File: config.mk
export PLATFORM = sky130hd
export DESIGN_NAME = data_directive_tokenizer_unit
export DESIGN_NICKNAME = d
export VERILOG_FILES = /design/src/hw/rtl/ddt_pkg.sv /design/src/hw/rtl/data_directive_tokenizer_unit.sv
export SDC_FILE = /design/constraint.sdc
export NUM_CORES = 1
export LEC_CHECK = 0
export ABC_AREA = 1
export BUFFER_PORTS_ARGS = -buffer_cell sky130_fd_sc_hd__buf_2
export CORE_MARGIN = 4
export CORE_UTILIZATION = 46
export DETAILED_ROUTE_END_ITERATION = 8
export PLACE_DENSITY = 0.64
export SLEW_MARGIN = 20
export SYNTH_ARGS = -nofsm -noshare
export SYNTH_HDL_FRONTEND = slang
export SYNTH_SLANG_ARGS = --single-unit
File: constraint.sdc
create_clock -name clock -period 7.25 [get_ports clock]
set_clock_uncertainty 0.2 [all_clocks]
set_input_delay 1.0875 -clock clock [delete_from_list [all_inputs] [get_ports clock]]
set_output_delay 1.0875 -clock clock [all_outputs]
set_load 0.05 [all_outputs]
File: src/hw/rtl/ddt_pkg.sv
// types and constants shared by the data directive tokenizer
package ddt_pkg;

   // result kinds
   typedef enum logic [1:0] {
      KIND_WORD  = 2'd0,
      KIND_DONE  = 2'd1,
      KIND_WRONG = 2'd2,
      KIND_OVF   = 2'd3
   } kind_type;

   // parser phase, one-hot
   typedef enum logic [4:0] {
      PH_PRE   = 5'b00001,
      PH_READ  = 5'b00010,
      PH_POST  = 5'b00100,
      PH_MINUS = 5'b01000,
      PH_BSL   = 5'b10000
   } phase_type;

   // one queued result
   typedef struct packed {
      kind_type    kind;
      logic [15:0] value;
      logic [6:0]  words;
      logic        last;
   } result_type;

   // character codes
   localparam logic [7:0] CHAR_NUL       = 8'h00;
   localparam logic [7:0] CHAR_TAB       = 8'h09;
   localparam logic [7:0] CHAR_SPACE     = 8'h20;
   localparam logic [7:0] CHAR_QUOTE     = 8'h22;
   localparam logic [7:0] CHAR_COMMA     = 8'h2C;
   localparam logic [7:0] CHAR_MINUS     = 8'h2D;
   localparam logic [7:0] CHAR_ZERO      = 8'h30;
   localparam logic [7:0] CHAR_NINE      = 8'h39;
   localparam logic [7:0] CHAR_BACKSLASH = 8'h5C;

   // value limits
   localparam logic [15:0] LIMIT_NEG = 16'd32767;
   localparam logic [15:0] LIMIT_POS = 16'd32766;
   localparam logic [19:0] MAG_MAX   = 20'd65535;

   // result queue
   localparam int QUEUE_DEPTH = 4;

endpackage

File: src/hw/rtl/data_directive_tokenizer_unit.sv
// data directive tokenizer: character parser with result queue
// results of an accepted character are registered in the result queue and offered on rsp from its head
// throughput: one character per cycle while req_stall is low; an item with two results
// takes one more queue entry, absorbed by the four-entry result queue (req_stall while fewer
// than two entries are free)
// reset: synchronous, clears the parser state and empties the result queue
module data_directive_tokenizer_unit
   import ddt_pkg::*;
#(
   parameter int LINE_CHARS = 80
) (
   input  logic               clock,
   input  logic               reset,
   input  logic               req_valid,
   output logic               req_stall,
   input  logic [7:0]         req_character,
   input  logic               req_string_mode,
   input  logic               req_first_of_line,
   output logic               rsp_valid,
   input  logic               rsp_stall,
   output logic [1:0]         rsp_kind,
   output logic signed [15:0] rsp_word_value,
   output logic [6:0]         rsp_line_words,
   output logic               rsp_last
);

   localparam int WORD_CAP_INT = (LINE_CHARS < 127) ? LINE_CHARS : 127;
   localparam logic [6:0] WORD_CAP = WORD_CAP_INT[6:0];

   // parser state
   phase_type   phase_ff, phase_in;
   logic        neg_ff, neg_in;
   logic [15:0] mag_ff, mag_in;
   logic [6:0]  words_ff, words_in;
   logic        fin_ff, fin_in;

   // result queue
   result_type  queue_ff [QUEUE_DEPTH];
   logic [1:0]  wr_ptr_ff, wr_ptr_in;
   logic [1:0]  rd_ptr_ff, rd_ptr_in;
   logic [2:0]  count_ff, count_in;

   logic        req_take;
   logic        rsp_take;
   result_type  res [2];
   logic [1:0]  res_n;

   // decimal accumulate with saturation
   function automatic logic [15:0] add_digit(input logic [15:0] m, input logic [7:0] c);
      logic [19:0] sum;
      sum = ({4'b0, m} * 20'd10) + {16'b0, c[3:0]};
      return (sum > MAG_MAX) ? MAG_MAX[15:0] : sum[15:0];
   endfunction

   assign req_take = req_valid && !req_stall;
   assign rsp_take = rsp_valid && !rsp_stall;

   // parse one character
   always_comb begin
      phase_type   ph_eff;
      phase_type   ph_mode;
      logic        neg_eff;
      logic [15:0] mag_eff;
      logic [6:0]  words_w;
      logic        fin_eff;
      logic        fin_w;
      logic        is_digit;
      logic        is_blank;
      logic        num_req;
      logic [1:0]  word_cnt;
      logic [15:0] wv0;
      logic [15:0] wv1;
      logic        tail_req;
      kind_type    tail_kind;
      logic [15:0] limit;

      // a first-of-line item restarts the parser
      if (req_first_of_line) begin
         ph_eff  = PH_PRE;
         neg_eff = 1'b0;
         mag_eff = '0;
         words_w = '0;
         fin_eff = 1'b0;
      end else begin
         ph_eff  = phase_ff;
         neg_eff = neg_ff;
         mag_eff = mag_ff;
         words_w = words_ff;
         fin_eff = fin_ff;
      end

      // phases the current mode does not use fall back to before-token
      case (ph_eff)
         PH_MINUS: ph_mode = req_string_mode ? PH_PRE : PH_MINUS;
         PH_BSL:   ph_mode = req_string_mode ? PH_BSL : PH_PRE;
         PH_READ:  ph_mode = PH_READ;
         PH_POST:  ph_mode = PH_POST;
         default:  ph_mode = PH_PRE;
      endcase

      is_digit  = (req_character >= CHAR_ZERO) && (req_character <= CHAR_NINE);
      is_blank  = (req_character == CHAR_SPACE) || (req_character == CHAR_TAB);
      num_req   = 1'b0;
      word_cnt  = 2'd0;
      wv0       = '0;
      wv1       = '0;
      tail_req  = 1'b0;
      tail_kind = KIND_WRONG;
      phase_in  = ph_eff;
      neg_in    = neg_eff;
      mag_in    = mag_eff;
      fin_w     = fin_eff;
      res_n     = 2'd0;
      res[0]    = '{kind: KIND_WORD, value: '0, words: '0, last: 1'b0};
      res[1]    = '{kind: KIND_WORD, value: '0, words: '0, last: 1'b0};

      // grammar: decide the actions for this character
      if (!fin_eff) begin
         if (!req_string_mode) begin
            case (ph_mode)
               PH_PRE: begin
                  if (is_digit) begin
                     neg_in   = 1'b0;
                     mag_in   = add_digit(16'd0, req_character);
                     phase_in = PH_READ;
                  end else if (req_character == CHAR_MINUS) begin
                     neg_in   = 1'b1;
                     mag_in   = '0;
                     phase_in = PH_MINUS;
                  end else if (is_blank) begin
                     phase_in = PH_PRE;
                  end else begin
                     tail_req = 1'b1;
                  end
               end
               PH_MINUS: begin
                  if (is_digit) begin
                     mag_in   = add_digit(mag_eff, req_character);
                     phase_in = PH_READ;
                  end else begin
                     tail_req = 1'b1;
                  end
               end
               PH_READ: begin
                  if (is_digit) begin
                     mag_in = add_digit(mag_eff, req_character);
                  end else if (is_blank) begin
                     num_req  = 1'b1;
                     phase_in = PH_POST;
                  end else if (req_character == CHAR_COMMA) begin
                     num_req  = 1'b1;
                     phase_in = PH_PRE;
                  end else if (req_character == CHAR_NUL) begin
                     num_req   = 1'b1;
                     tail_req  = 1'b1;
                     tail_kind = KIND_DONE;
                  end else begin
                     tail_req = 1'b1;
                  end
               end
               default: begin
                  if (req_character == CHAR_COMMA) begin
                     phase_in = PH_PRE;
                  end else if (req_character == CHAR_NUL) begin
                     tail_req  = 1'b1;
                     tail_kind = KIND_DONE;
                  end else if (!is_blank) begin
                     tail_req = 1'b1;
                  end
               end
            endcase
         end else begin
            case (ph_mode)
               PH_PRE: begin
                  if (req_character == CHAR_QUOTE) begin
                     phase_in = PH_READ;
                  end else if (!is_blank) begin
                     tail_req = 1'b1;
                  end
               end
               PH_READ: begin
                  if (req_character == CHAR_BACKSLASH) begin
                     phase_in = PH_BSL;
                  end else if (req_character == CHAR_QUOTE) begin
                     word_cnt = 2'd1;
                     phase_in = PH_POST;
                  end else if (req_character == CHAR_NUL) begin
                     tail_req = 1'b1;
                  end else begin
                     word_cnt = 2'd1;
                     wv0      = {8'h00, req_character};
                  end
               end
               PH_BSL: begin
                  if (req_character == CHAR_NUL) begin
                     tail_req = 1'b1;
                  end else if ((req_character == CHAR_QUOTE) ||
                               (req_character == CHAR_BACKSLASH)) begin
                     word_cnt = 2'd1;
                     wv0      = {8'h00, req_character};
                  end else begin
                     word_cnt = 2'd2;
                     wv0      = {8'h00, CHAR_BACKSLASH};
                     wv1      = {8'h00, req_character};
                  end
                  phase_in = PH_READ;
               end
               default: begin
                  if (req_character == CHAR_NUL) begin
                     tail_req  = 1'b1;
                     tail_kind = KIND_DONE;
                  end else if (!is_blank) begin
                     tail_req = 1'b1;
                  end
               end
            endcase
         end
      end

      // number range check and conversion
      limit = neg_eff ? LIMIT_NEG : LIMIT_POS;
      if (num_req) begin
         if (mag_eff > limit) begin
            res[0] = '{kind: KIND_OVF, value: '0, words: words_w, last: 1'b0};
            res_n  = 2'd1;
            fin_w  = 1'b1;
         end else begin
            neg_in   = 1'b0;
            mag_in   = '0;
            word_cnt = 2'd1;
            wv0      = neg_eff ? (~mag_eff + 16'd1) : mag_eff;
         end
      end

      // first word, with the per-line word cap
      if ((word_cnt != 2'd0) && !fin_w) begin
         if (words_w >= WORD_CAP) begin
            res[res_n[0]] = '{kind: KIND_WRONG, value: '0, words: words_w, last: 1'b0};
            fin_w = 1'b1;
         end else begin
            words_w = words_w + 7'd1;
            res[res_n[0]] = '{kind: KIND_WORD, value: wv0, words: words_w, last: 1'b0};
         end
         res_n = res_n + 2'd1;
      end

      // second word of an unknown escape
      if ((word_cnt == 2'd2) && !fin_w) begin
         if (words_w >= WORD_CAP) begin
            res[res_n[0]] = '{kind: KIND_WRONG, value: '0, words: words_w, last: 1'b0};
            fin_w = 1'b1;
         end else begin
            words_w = words_w + 7'd1;
            res[res_n[0]] = '{kind: KIND_WORD, value: wv1, words: words_w, last: 1'b0};
         end
         res_n = res_n + 2'd1;
      end

      // line end or error
      if (tail_req && !fin_w) begin
         res[res_n[0]] = '{kind: tail_kind, value: '0, words: words_w, last: 1'b0};
         fin_w = 1'b1;
         res_n = res_n + 2'd1;
      end

      // mark the final result of this transaction
      if (res_n == 2'd2) begin
         res[1].last = 1'b1;
      end else if (res_n == 2'd1) begin
         res[0].last = 1'b1;
      end

      words_in = words_w;
      fin_in   = fin_w;
   end

   // parser state registers
   always_ff @(posedge clock) begin
      if (reset) begin
         phase_ff <= PH_PRE;
         neg_ff   <= 1'b0;
         mag_ff   <= '0;
         words_ff <= '0;
         fin_ff   <= 1'b0;
      end else if (req_take) begin
         phase_ff <= phase_in;
         neg_ff   <= neg_in;
         mag_ff   <= mag_in;
         words_ff <= words_in;
         fin_ff   <= fin_in;
      end
   end

   // queue pointers and fill count
   always_comb begin
      logic [2:0] pushed;
      pushed    = req_take ? {1'b0, res_n} : 3'd0;
      wr_ptr_in = wr_ptr_ff + pushed[1:0];
      rd_ptr_in = rd_ptr_ff + {1'b0, rsp_take};
      count_in  = count_ff + pushed - {2'b00, rsp_take};
   end

   always_ff @(posedge clock) begin
      if (reset) begin
         wr_ptr_ff <= '0;
         rd_ptr_ff <= '0;
         count_ff  <= '0;
      end else begin
         wr_ptr_ff <= wr_ptr_in;
         rd_ptr_ff <= rd_ptr_in;
         count_ff  <= count_in;
      end
   end

   // queue storage
   always_ff @(posedge clock) begin
      if (req_take && (res_n != 2'd0)) begin
         queue_ff[wr_ptr_ff] <= res[0];
      end
      if (req_take && (res_n == 2'd2)) begin
         queue_ff[wr_ptr_ff + 2'd1] <= res[1];
      end
   end

   // need room for two results before taking a character
   assign req_stall = (count_ff > 3'(QUEUE_DEPTH - 2));

   // result channel
   assign rsp_valid      = (count_ff != 3'd0);
   assign rsp_kind       = queue_ff[rd_ptr_ff].kind;
   assign rsp_word_value = $signed(queue_ff[rd_ptr_ff].value);
   assign rsp_line_words = queue_ff[rd_ptr_ff].words;
   assign rsp_last       = queue_ff[rd_ptr_ff].last;

endmodule
# --- After elaboration in Yosys (flattened, before gate mapping) ---
# Memory sizes are Yosys's and may differ from the RTL's. A register that Yosys moved wholly into a read port is not among the register bits.
# Cells that the tools add are included.
# Widths: inputs -> output; s select.
totals:
  latch_bits: 0
  output_inout_bits: 28
  wordCells: 222
  ram_bits: 104
  regBits: 37
  mem_bits_ro: 0
  inputBits: 14
  memories: 1
op_classes:
  div_mod_pow: 0
  reduce_logical: 25
  n_eq_ne: 17
  mux: 140
  add_sub_neg: 12
  order_cmp: 14
  n_mul: 1
  shifts: 0
  n_bitwise: 4
mem_list:
  columns: ["name", "depth", "width", "rd", "rd_clocked_by_memory_dff", "wr", "line", "text"]
  rows:
  - ["queue_ff", 4, 26, 1, 1, 2, "data_directive_tokenizer_unit.sv:38", "result_type queue_ff [QUEUE_DEPTH];"]
op_table:
  columns: ["cell", "n"]
  rows:
  - ["$bwmux 52", 5]
  - ["$mux 52", 5]
  - ["$mux 16", 13]
  - ["$mux 26", 5]
  - ["$mux 8", 12]
  - ["$demux 26 s1", 3]
  - ["$mux 5", 14]
  - ["$mux 1", 50]
  - ["$mux 2", 18]
  - ["$mux 7", 5]
  - ["$eq 8x6->1 const B", 4]
  - ["$pmux 16 s2", 1]
  - ["$pmux 5 s3", 2]
  - ["$add 20x4->20", 1]
  - ["$gt 20x16->1 const B", 1]
  - ["$pmux 5 s4", 1]
  - ["$mul 16x3->19 const B", 1]
  - ["$add 16x1->16 const B", 1]
  - ["$gt 16x15->1", 1]
  - ["$gt 4x16->1 const B", 1]
  - ["$not 16->16", 1]
  - ["$pmux 8 s2", 1]
  - ["$add 7x1->7 const B", 2]
  - ["$ge 7x7->1 const B", 2]
  - ["other kinds (31)", 63]

# --- Longest topological paths before layout ---
# Gate-level depths: netlist of run 1.
logic_depth:
  word_depth: 24
  depth_mapped: 33
  ltp_nobuf: 31

# --- Worst setup path before layout of run 1 ---
# OpenSTA, ideal clock, no wires.
synth_timing:
  kind: "in2reg"
  startpoint: "input port req_first_of_line"
  endpoint: "memory queue_ff[1][0] (netlist name), enable pin"
  path_buffers: 6
  setup_time_ns: 0.383
  slack_ns: 1.327
  t_arrival_ns: 5.340
  stages: 27
  required_time_ns: 6.667
  cell_sequence: "buf_6 > buf_6 > clkbuf_1 > nor2_1 > clkbuf_1 > ha_1 > inv_1 > nand2_1 > nor2_1 > nand2_1 > nor2_2 > nor2_2 > nand2_4 > nand3_4 > buf_4 > ha_1 > inv_1 > nand3_1 > nand2_1 > nand2_1 > nand2_1 > nand2_1 > nand3_4 > nor2_8 > nand2_2 > buf_4 > nand2_1"
synth_lines:
  columns: ["element", "line", "text"]
  rows:
  - ["start: declaration", "data_directive_tokenizer_unit.sv:18", "input logic req_first_of_line,"]
  - ["end: declaration", "data_directive_tokenizer_unit.sv:38", null]

==> results of run 1 <==
-- metal layers --
metal | part of all wire (%) | up-vias | track usage (%)
met4 | 1.7 | 0 | 6.03
met5 | 0 | - | 0
met2 | 45 | 551 | 40.8
met1 | 45 | 5475 | 37.0
li1 | - | 5948 | -
met3 | 8.6 | 61 | 3.68
-- through the flow --
| step | total power, mW | util, % |
|---|---|---|
| CTS | 3.32 | 50.7 |
| global placement | 2.38 | 48.2 |
| detailed placement | 2.39 | 48.2 |
| finish | 3.32 | 50.7 |
| floorplan | 2.05 | - |
| global route | 3.48 | 50.7 |
-- state kept, by name (all words and copies together) (netlist names) --
register	count
rd_ptr_ff	2
count_ff	3
neg_ff	1
fin_ff	1
queue_ff	104
wr_ptr_ff	2
phase_ff	5
mag_ff	16
words_ff	7
-- worst paths after layout --
kind	cells past startpoint	startpoint	slack, ps	end
min	2	neg_ff	270	neg_ff
min reg2reg	2	neg_ff	270	neg_ff
max reg2reg	19	fin_ff	2160	queue_ff[3][3]
max	24	req_first_of_line	1450	queue_ff[3][3]
-- cell families after synthesis --
group,Yosys count,synth area share (%)
AOI/OAI and AO/OA,332,15.7
xor gates and xnor gates,14,1.05
adders and majority gates,32,3.56
buffers and inverters,273,9.93
DFF,141,33.1
and+or+nand+nor,993,36.7
-- area by class of cell --
| cell class | count | area [um2] | share of cell area, % |
|---|---|---|---|
| clock inverter | 15 | 198 | 1.56 |
| inverter | 208 | 788 | 6.21 |
| multi-input combinational | 1371 | 6650 | 52.4 |
| tap | 330 | 413 | 3.25 |
| sequential | 141 | 3860 | 30.4 |
| clock buffer | 17 | 425 | 3.35 |
| timing repair buffer | 62 | 363 | 2.86 |
-- tightest hold or removal path: cells and delay by family, from the launching register on --
| family | cells | cell delay, ps |
|---|---|---|
| flip-flops | 1 | 310 |
| AND/OR/NAND/NOR | 1 | 60 |
| AO/OA/AOI/OAI | 1 | 50 |
-- cell usage in the layout (no fill, tap or decap), types with 5 or more instances in the layout --
| master | Yosys | layout |
|---|---|---|
| nand4_1 | 24 | 24 |
| nor3_1 | 8 | 8 |
| nand3_4 | 5 | 5 |
| o22ai_1 | 32 | 32 |
| nand2_1 | 529 | 529 |
| xnor2_1 | 8 | 8 |
| xor2_1 | 6 | 6 |
| a31oi_1 | 10 | 10 |
| nand3_1 | 164 | 164 |
| nor2_4 | 5 | 5 |
| dfxtp_1 | 37 | 37 |
| o21ai_0 | 128 | 128 |
| buf_2 | 7 | 41 |
| nand2_2 | 19 | 19 |
| inv_1 | 186 | 186 |
| inv_2 | 18 | 18 |
| inv_6 | 1 | 6 |
| ha_1 | 30 | 30 |
| edfxtp_1 | 104 | 104 |
| buf_4 | 7 | 21 |
| nor2_2 | 15 | 18 |
| a21oi_1 | 125 | 125 |
| o211ai_1 | 6 | 6 |
| clkbuf_16 | 0 | 17 |
| nor2_1 | 211 | 208 |
-- power groups by stage --
stage          combinational, mW  clock [mW]  sequential (mW)
4_1_cts                     1.33       0.952             1.04
3_3_place_gp                1.32           0             1.06
5_1_grt                     1.45       0.988             1.05
6_report                    1.33       0.943             1.04
2_1_floorplan               1.00           0             1.04
3_5_place_dp                1.33           0             1.06
==> flow_metrics.tcl, run 1 <==
set metrics [dict create \
    fin_ws_ps 1450 \
    hold_violations 0 \
    io_pins 42 \
    antenna_found_initial 0 \
    die_w_um 167 \
    dr.pass1.iters 5 \
    p_per_area_mw_per_mm2 261 \
    intPower_mw 1.83 \
    synth.distinct_cells 55 \
    grt_pass1_vias 11000 \
    synth_ff_type "edfxtp_1" \
    wirelength_mm 36.6 \
    seq_power_share_pct 31.4 \
    n_antenna_cell 0 \
    netlist_area_mm2 0.0117 \
    power_frac_clock_pct 28.4 \
    async_flop_share_pct 0 \
    grt_overflow 0 \
    critPathTopFamily "simple AND/OR/NAND/NOR gates" \
    hpwl_mm 25.7 \
    viasPerCell 5.61 \
    ctsHoldBuffers 0 \
    cp_max_fo 80 \
    h-tree-depth 4 \
    rsz0062_at_grt "false" \
    post-route-period-util_pct 80.0 \
    finalSetupTns_ps 0 \
    gp_congestion 0.985 \
    whs_ps 269 \
    syn_avg_cell_area_um2 6.54 \
    track_usage_pct 25.6 \
    port-buffer-count 41 \
    crit_arrival_ps 5890 \
    critPathMaxStageDelay_ps 700 \
    min_path_type "reg2reg" \
    max-cap-violations 0 \
    start_kind "input port" \
    drtIter0Drc 1086 \
    ys_seq_area_share_pct 33.1 \
    synth-seq-cells 141 \
    crit_chain "buf_2 -> nor2_1 -> inv_1 -> ha_1 -> inv_1 -> nand2_1 -> nor2_1 -> nand2_1 -> nor2_2 -> nor2_2 -> nand2_4 -> nand3_4 -> nand2_1 -> nand3_4 -> inv_4 -> nand3_4 -> nand3_2 -> inv_2 -> nand2_2 -> nand2_2 -> nor2_8 -> buf_4 -> nand3_1 -> nand2_1" \
    rows 58 \
    dp.cells 2112 \
    ir_worst_vdd_v 0.000179 \
    path_buf_inv 6 \
    cp.required_ps 7340 \
    path_class "in2reg" \
    drtAntennaViolNets 0 \
    leakagePower_nw 5.80 \
    dpl_cell_area_mm2 0.0121 \
    slowest_stage "buf_4" \
    yosys_warnings 0 \
    worstSkewPairLatency_ps 430 \
    die_area_mm2 0.0280 \
    clock-sinks 141 \
    finalInstanceArea_mm2 0.0127 \
    path_clk_slew_ps 70 \
    nFillCells 2574 \
    routed-via-count 12000 \
    cts_root_buf "clkbuf_16" \
    layout-area-overhead-vs-synth_pct 8.88 \
    status "finished, final reports clean" \
    fmax_mhz 172 \
    core-area_mm2 0.0250 \
    syn_inst 1785 \
    wl_per_cell_um 17.1 \
    cts-buffers-inserted 17 \
    synthesis.nets 1831 \
    setup_violations 0 \
    pre_cts_ws_ps 1060 \
    grt_max_degree 81 \
    finalMaxSlewViolations 0 \
    tightest_slew_ps 982 \
    cts_buffer_depth 2 \
    p_comb_share_pct 40.2 \
    ctsResizeCount 0 \
    die_h_um 167 \
    drive_above_1_share_pct 9.59 \
    start_util_pct 46.6 \
    crit_path_end_kind "register" \
    synth.most_common_cell "nand2_1" \
    cts_tree "done" \
    switching_share_pct 44.7 \
    post_cts_buffers 0 \
    netlist_top_cells_count "529 x nand2_1, 211 x nor2_1, 186 x inv_1" \
    drc 0 \
    yosysTopAreaCell "edfxtp_1" \
    slew-limit-headroom_pct 34.4 \
    synth_edf_count 104 \
    final.min_clock_period_ps 5800 \
    grt_pass1_wl_mm 58.6 \
    netlist_top_cells_area "edfxtp_1 27%, nand2_1 17%, nand3_1 7.0%" \
    synth_top_area_share_pct 26.8 \
    fin_cells 2144 \
    path_common_cell "nand2_1" \
    power_switching_mw 1.48 \
    nNetsFinal 1847 \
]
(Power assumes the default switching activity.)
==> run 2, diff against run 1 <==
--- a/config.mk
+++ b/config.mk
@@ -5,7 +5,7 @@
 export SDC_FILE = /design/constraint.sdc
 export NUM_CORES = 1
 export LEC_CHECK = 0
-export ABC_AREA = 1
+export ABC_AREA = 0
 export BUFFER_PORTS_ARGS = -buffer_cell sky130_fd_sc_hd__buf_2
 export CORE_MARGIN = 4
 export CORE_UTILIZATION = 46
==> constraint.sdc (replaced) <==
create_clock -name clock -period 6.09 [get_ports clock]
set_clock_uncertainty 0.2 [all_clocks]
set_input_delay 0.9135 -clock clock [delete_from_list [all_inputs] [get_ports clock]]
set_output_delay 0.9135 -clock clock [all_outputs]
set_load 0.05 [all_outputs]
==> flow_metrics.tcl, run 2 <==
set metrics [dict create \
    drc 0 \
    synth_edf_count 104 \
    regMostFlops "queue_ff" \
    die_h_um 161 \
    status "finished, final reports clean" \
    ys_seq_area_share_pct 36.1 \
    leakagePower_nw 4.18 \
    finalSetupTns_ps 0 \
    finalInstanceArea_mm2 0.0119 \
    reg_top3 "queue_ff: 104 flops, mag_ff: 16 flops, words_ff: 7 flops" \
    drive_above_1_share_pct 14.3 \
    ctsResizeCount 0 \
    drtIter0Drc 980 \
    p_per_area_mw_per_mm2 281 \
    slew-limit-headroom_pct 33.2 \
    synth_mux_area_share_pct 12.8 \
    synth.most_common_cell "nor2_1" \
    pre_cts_ws_ps 510 \
    layout-area-overhead-vs-synth_pct 11.0 \
    synth_compound_area_share_pct 16.8 \
    ctsHoldBuffers 0 \
    synth_xor_area_share_pct 5.15 \
    setup_violations 0 \
    clock-sinks 141 \
    grt_overflow 0 \
    synth-adder-area-share_pct 3.97 \
    cp_max_fo 22 \
    yosysTopAreaCell "edfxtp_1" \
    final.min_clock_period_ps 5190 \
    yosys_warnings 0 \
    crit_arrival_ps 5270 \
    synth.distinct_cells 91 \
    reg2regPathDepth 20 \
    antenna_found_initial 2 \
    rows 55 \
    grt_max_degree 34 \
    synth_top_family_by_area "simple AND/OR/NAND/NOR gates" \
    fin_cells 1498 \
    cts_tree "done" \
    wl_per_cell_um 20.0 \
    nFillCells 2077 \
    async_flop_share_pct 0 \
    start_kind "input port" \
    yosys.area_share.simple_pct 20.8 \
    core-area_mm2 0.0228 \
    grt_pass1_vias 8471 \
    wirelength_mm 30.0 \
    crit_chain "buf_2 -> or3b_2 -> a21oi_1 -> o221ai_1 -> o2111ai_1 -> a311oi_1 -> nand3_1 -> nor3_2 -> o21ai_0 -> ha_1 -> fa_1 -> xnor2_1 -> xnor2_1 -> nor2_1" \
    final_cell_mix "131 x nor2_1, 104 x edfxtp_1, 97 x nand2_1" \
    syn_avg_cell_area_um2 9.21 \
    post_cts_buffers 0 \
    dr.pass1.iters 5 \
    h-tree-depth 4 \
    hp-start "words_ff[1]" \
    min_path_type "reg2reg" \
    port-buffer-count 41 \
    gp_congestion 0.947 \
    cts_buffer_depth 2 \
    rsz0062_at_grt "false" \
    finalMaxSlewViolations 0 \
    dpl_cell_area_mm2 0.0112 \
    netlist_area_mm2 0.0107 \
    whs_ps 296 \
    die_w_um 161 \
    netlist_top_cells_count "132 x nor2_1, 104 x edfxtp_1, 97 x nand2_1" \
    multi_input_area_mm2 0.00640 \
    rrSetupSlack_ps 1130 \
    seq_area_mm2 0.00386 \
    cp.required_ps 6170 \
    path_common_cell "xnor2_1" \
    synth_ff_type "edfxtp_1" \
    synthesis.nets 1208 \
    hold_depth 2 \
    min_to "words_ff[1]" \
    synth-seq-cells 141 \
    drtAntennaViolNets 0 \
    worstSkewPairLatency_ps 420 \
    synth_top_area_share_pct 29.2 \
    track_usage_pct 23.0 \
    viasPerCell 6.13 \
    layout_commonest_cell "nor2_1" \
    critPathMaxStageDelay_ps 690 \
    nNetsFinal 1216 \
    crit_path_end_kind "register" \
    netlist_top_cells_area "edfxtp_1 29%, dfxtp_1 6.9%, mux4_2 5.7%" \
    slowest_stage "o221ai_1" \
    largest_register_ffs 104 \
    tightest_slew_ps 999 \
    reg2reg_to "count_ff[2]" \
    dp.cells 1463 \
    io_pins 42 \
    cts-buffers-inserted 17 \
    syn_inst 1162 \
    hold_violations 0 \
    hpwl_mm 21.7 \
    grt_pass1_wl_mm 47.8 \
    post-route-period-util_pct 85.2 \
    path_class "in2reg" \
    max-cap-violations 0 \
    die_area_mm2 0.0258 \
    ir_worst_vdd_v 0.000190 \
    fmax_mhz 193 \
    r2r_start "neg_ff" \
    fin_ws_ps 901 \
    path_clk_slew_ps 60 \
    start_util_pct 47.0 \
    routed-via-count 9176 \
    cts_root_buf "clkbuf_16" \
]
-- run 2: changes by cell type in the layout (fill, tap and decap cells not counted), moves of 27 or more --
cell,change
nor2_1,-77
o21ai_0,-67
mux4_2,+27
nand2_1,-432
nand3_1,-121
nor3_1,+28
mux2i_1,+60
xnor2_1,+41
a21oi_1,-72
inv_1,-161
-- run 2: cell families (layout without fill, tap and decap cells) --
| kind of cell | after synthesis | in the layout |
|---|---|---|
| xor+xnor | 63 | 63 |
| buf+inv | 109 | 130 |
| simple gates | 449 | 449 |
| other cells | 0 | 2 |
| flops | 141 | 141 |
| fa+ha+maj | 33 | 33 |
| mux | 101 | 101 |
| compound gates | 266 | 266 |
-- run 2: area by class of cell --
type | count | share of cell area, %
antenna | 2 | 0.0421
clock buffer | 17 | 3.58
clock inverter | 15 | 2.01
inverter | 26 | 0.822
multi-input combinational | 912 | 53.9
sequential | 141 | 32.5
tap | 313 | 3.30
timing repair buffer | 72 | 3.79
-- run 2: report_power, final --
part | leakage (nW) | switching (mW) | internal [mW]
combinational | 2.58 | 0.651 | 0.324
clock | 0.327 | 0.471 | 0.712
sequential | 1.27 | 0.0665 | 1.11
total | 4.18 | 1.19 | 2.15
-- run 2: how the worst max path moves through the flow --
stage	startpoint	end	depth (start not counted)
after floorplan	req_first_of_line	queue_ff[0][0]	14
after global placement	req_first_of_line	count_ff[2]	16
after detailed placement	req_first_of_line	count_ff[2]	22
after CTS	req_first_of_line	count_ff[2]	22
after global routing	req_first_of_line	count_ff[2]	22
final	req_string_mode	count_ff[2]	14
-- run 2: routing by layer --
metal | GRT usage (%) | part of all wire [%] | vias up
met5 | 0 | 0 | -
met4 | 6.02 | 1.6 | 0
met3 | 3.54 | 6.9 | 43
li1 | - | - | 4352
met2 | 35.8 | 46 | 384
met1 | 33.5 | 46 | 4397
-- run 2: stage by stage --
stage | util [%] | power, mW
final | 52.2 | 3.34
after global routing | 52.2 | 3.47
after CTS | 52.0 | 3.35
after detailed placement | 49.1 | 2.16
after global placement | 49.1 | 2.16
after floorplan | - | 1.94
-- run 2: critical path: cells and delay by family --
kind | cells | cell delay, ps
buf+inv | 1 | 320
fa+ha+maj | 2 | 850
compound gates | 5 | 1700
simple gates | 4 | 1140
xor+xnor | 2 | 330
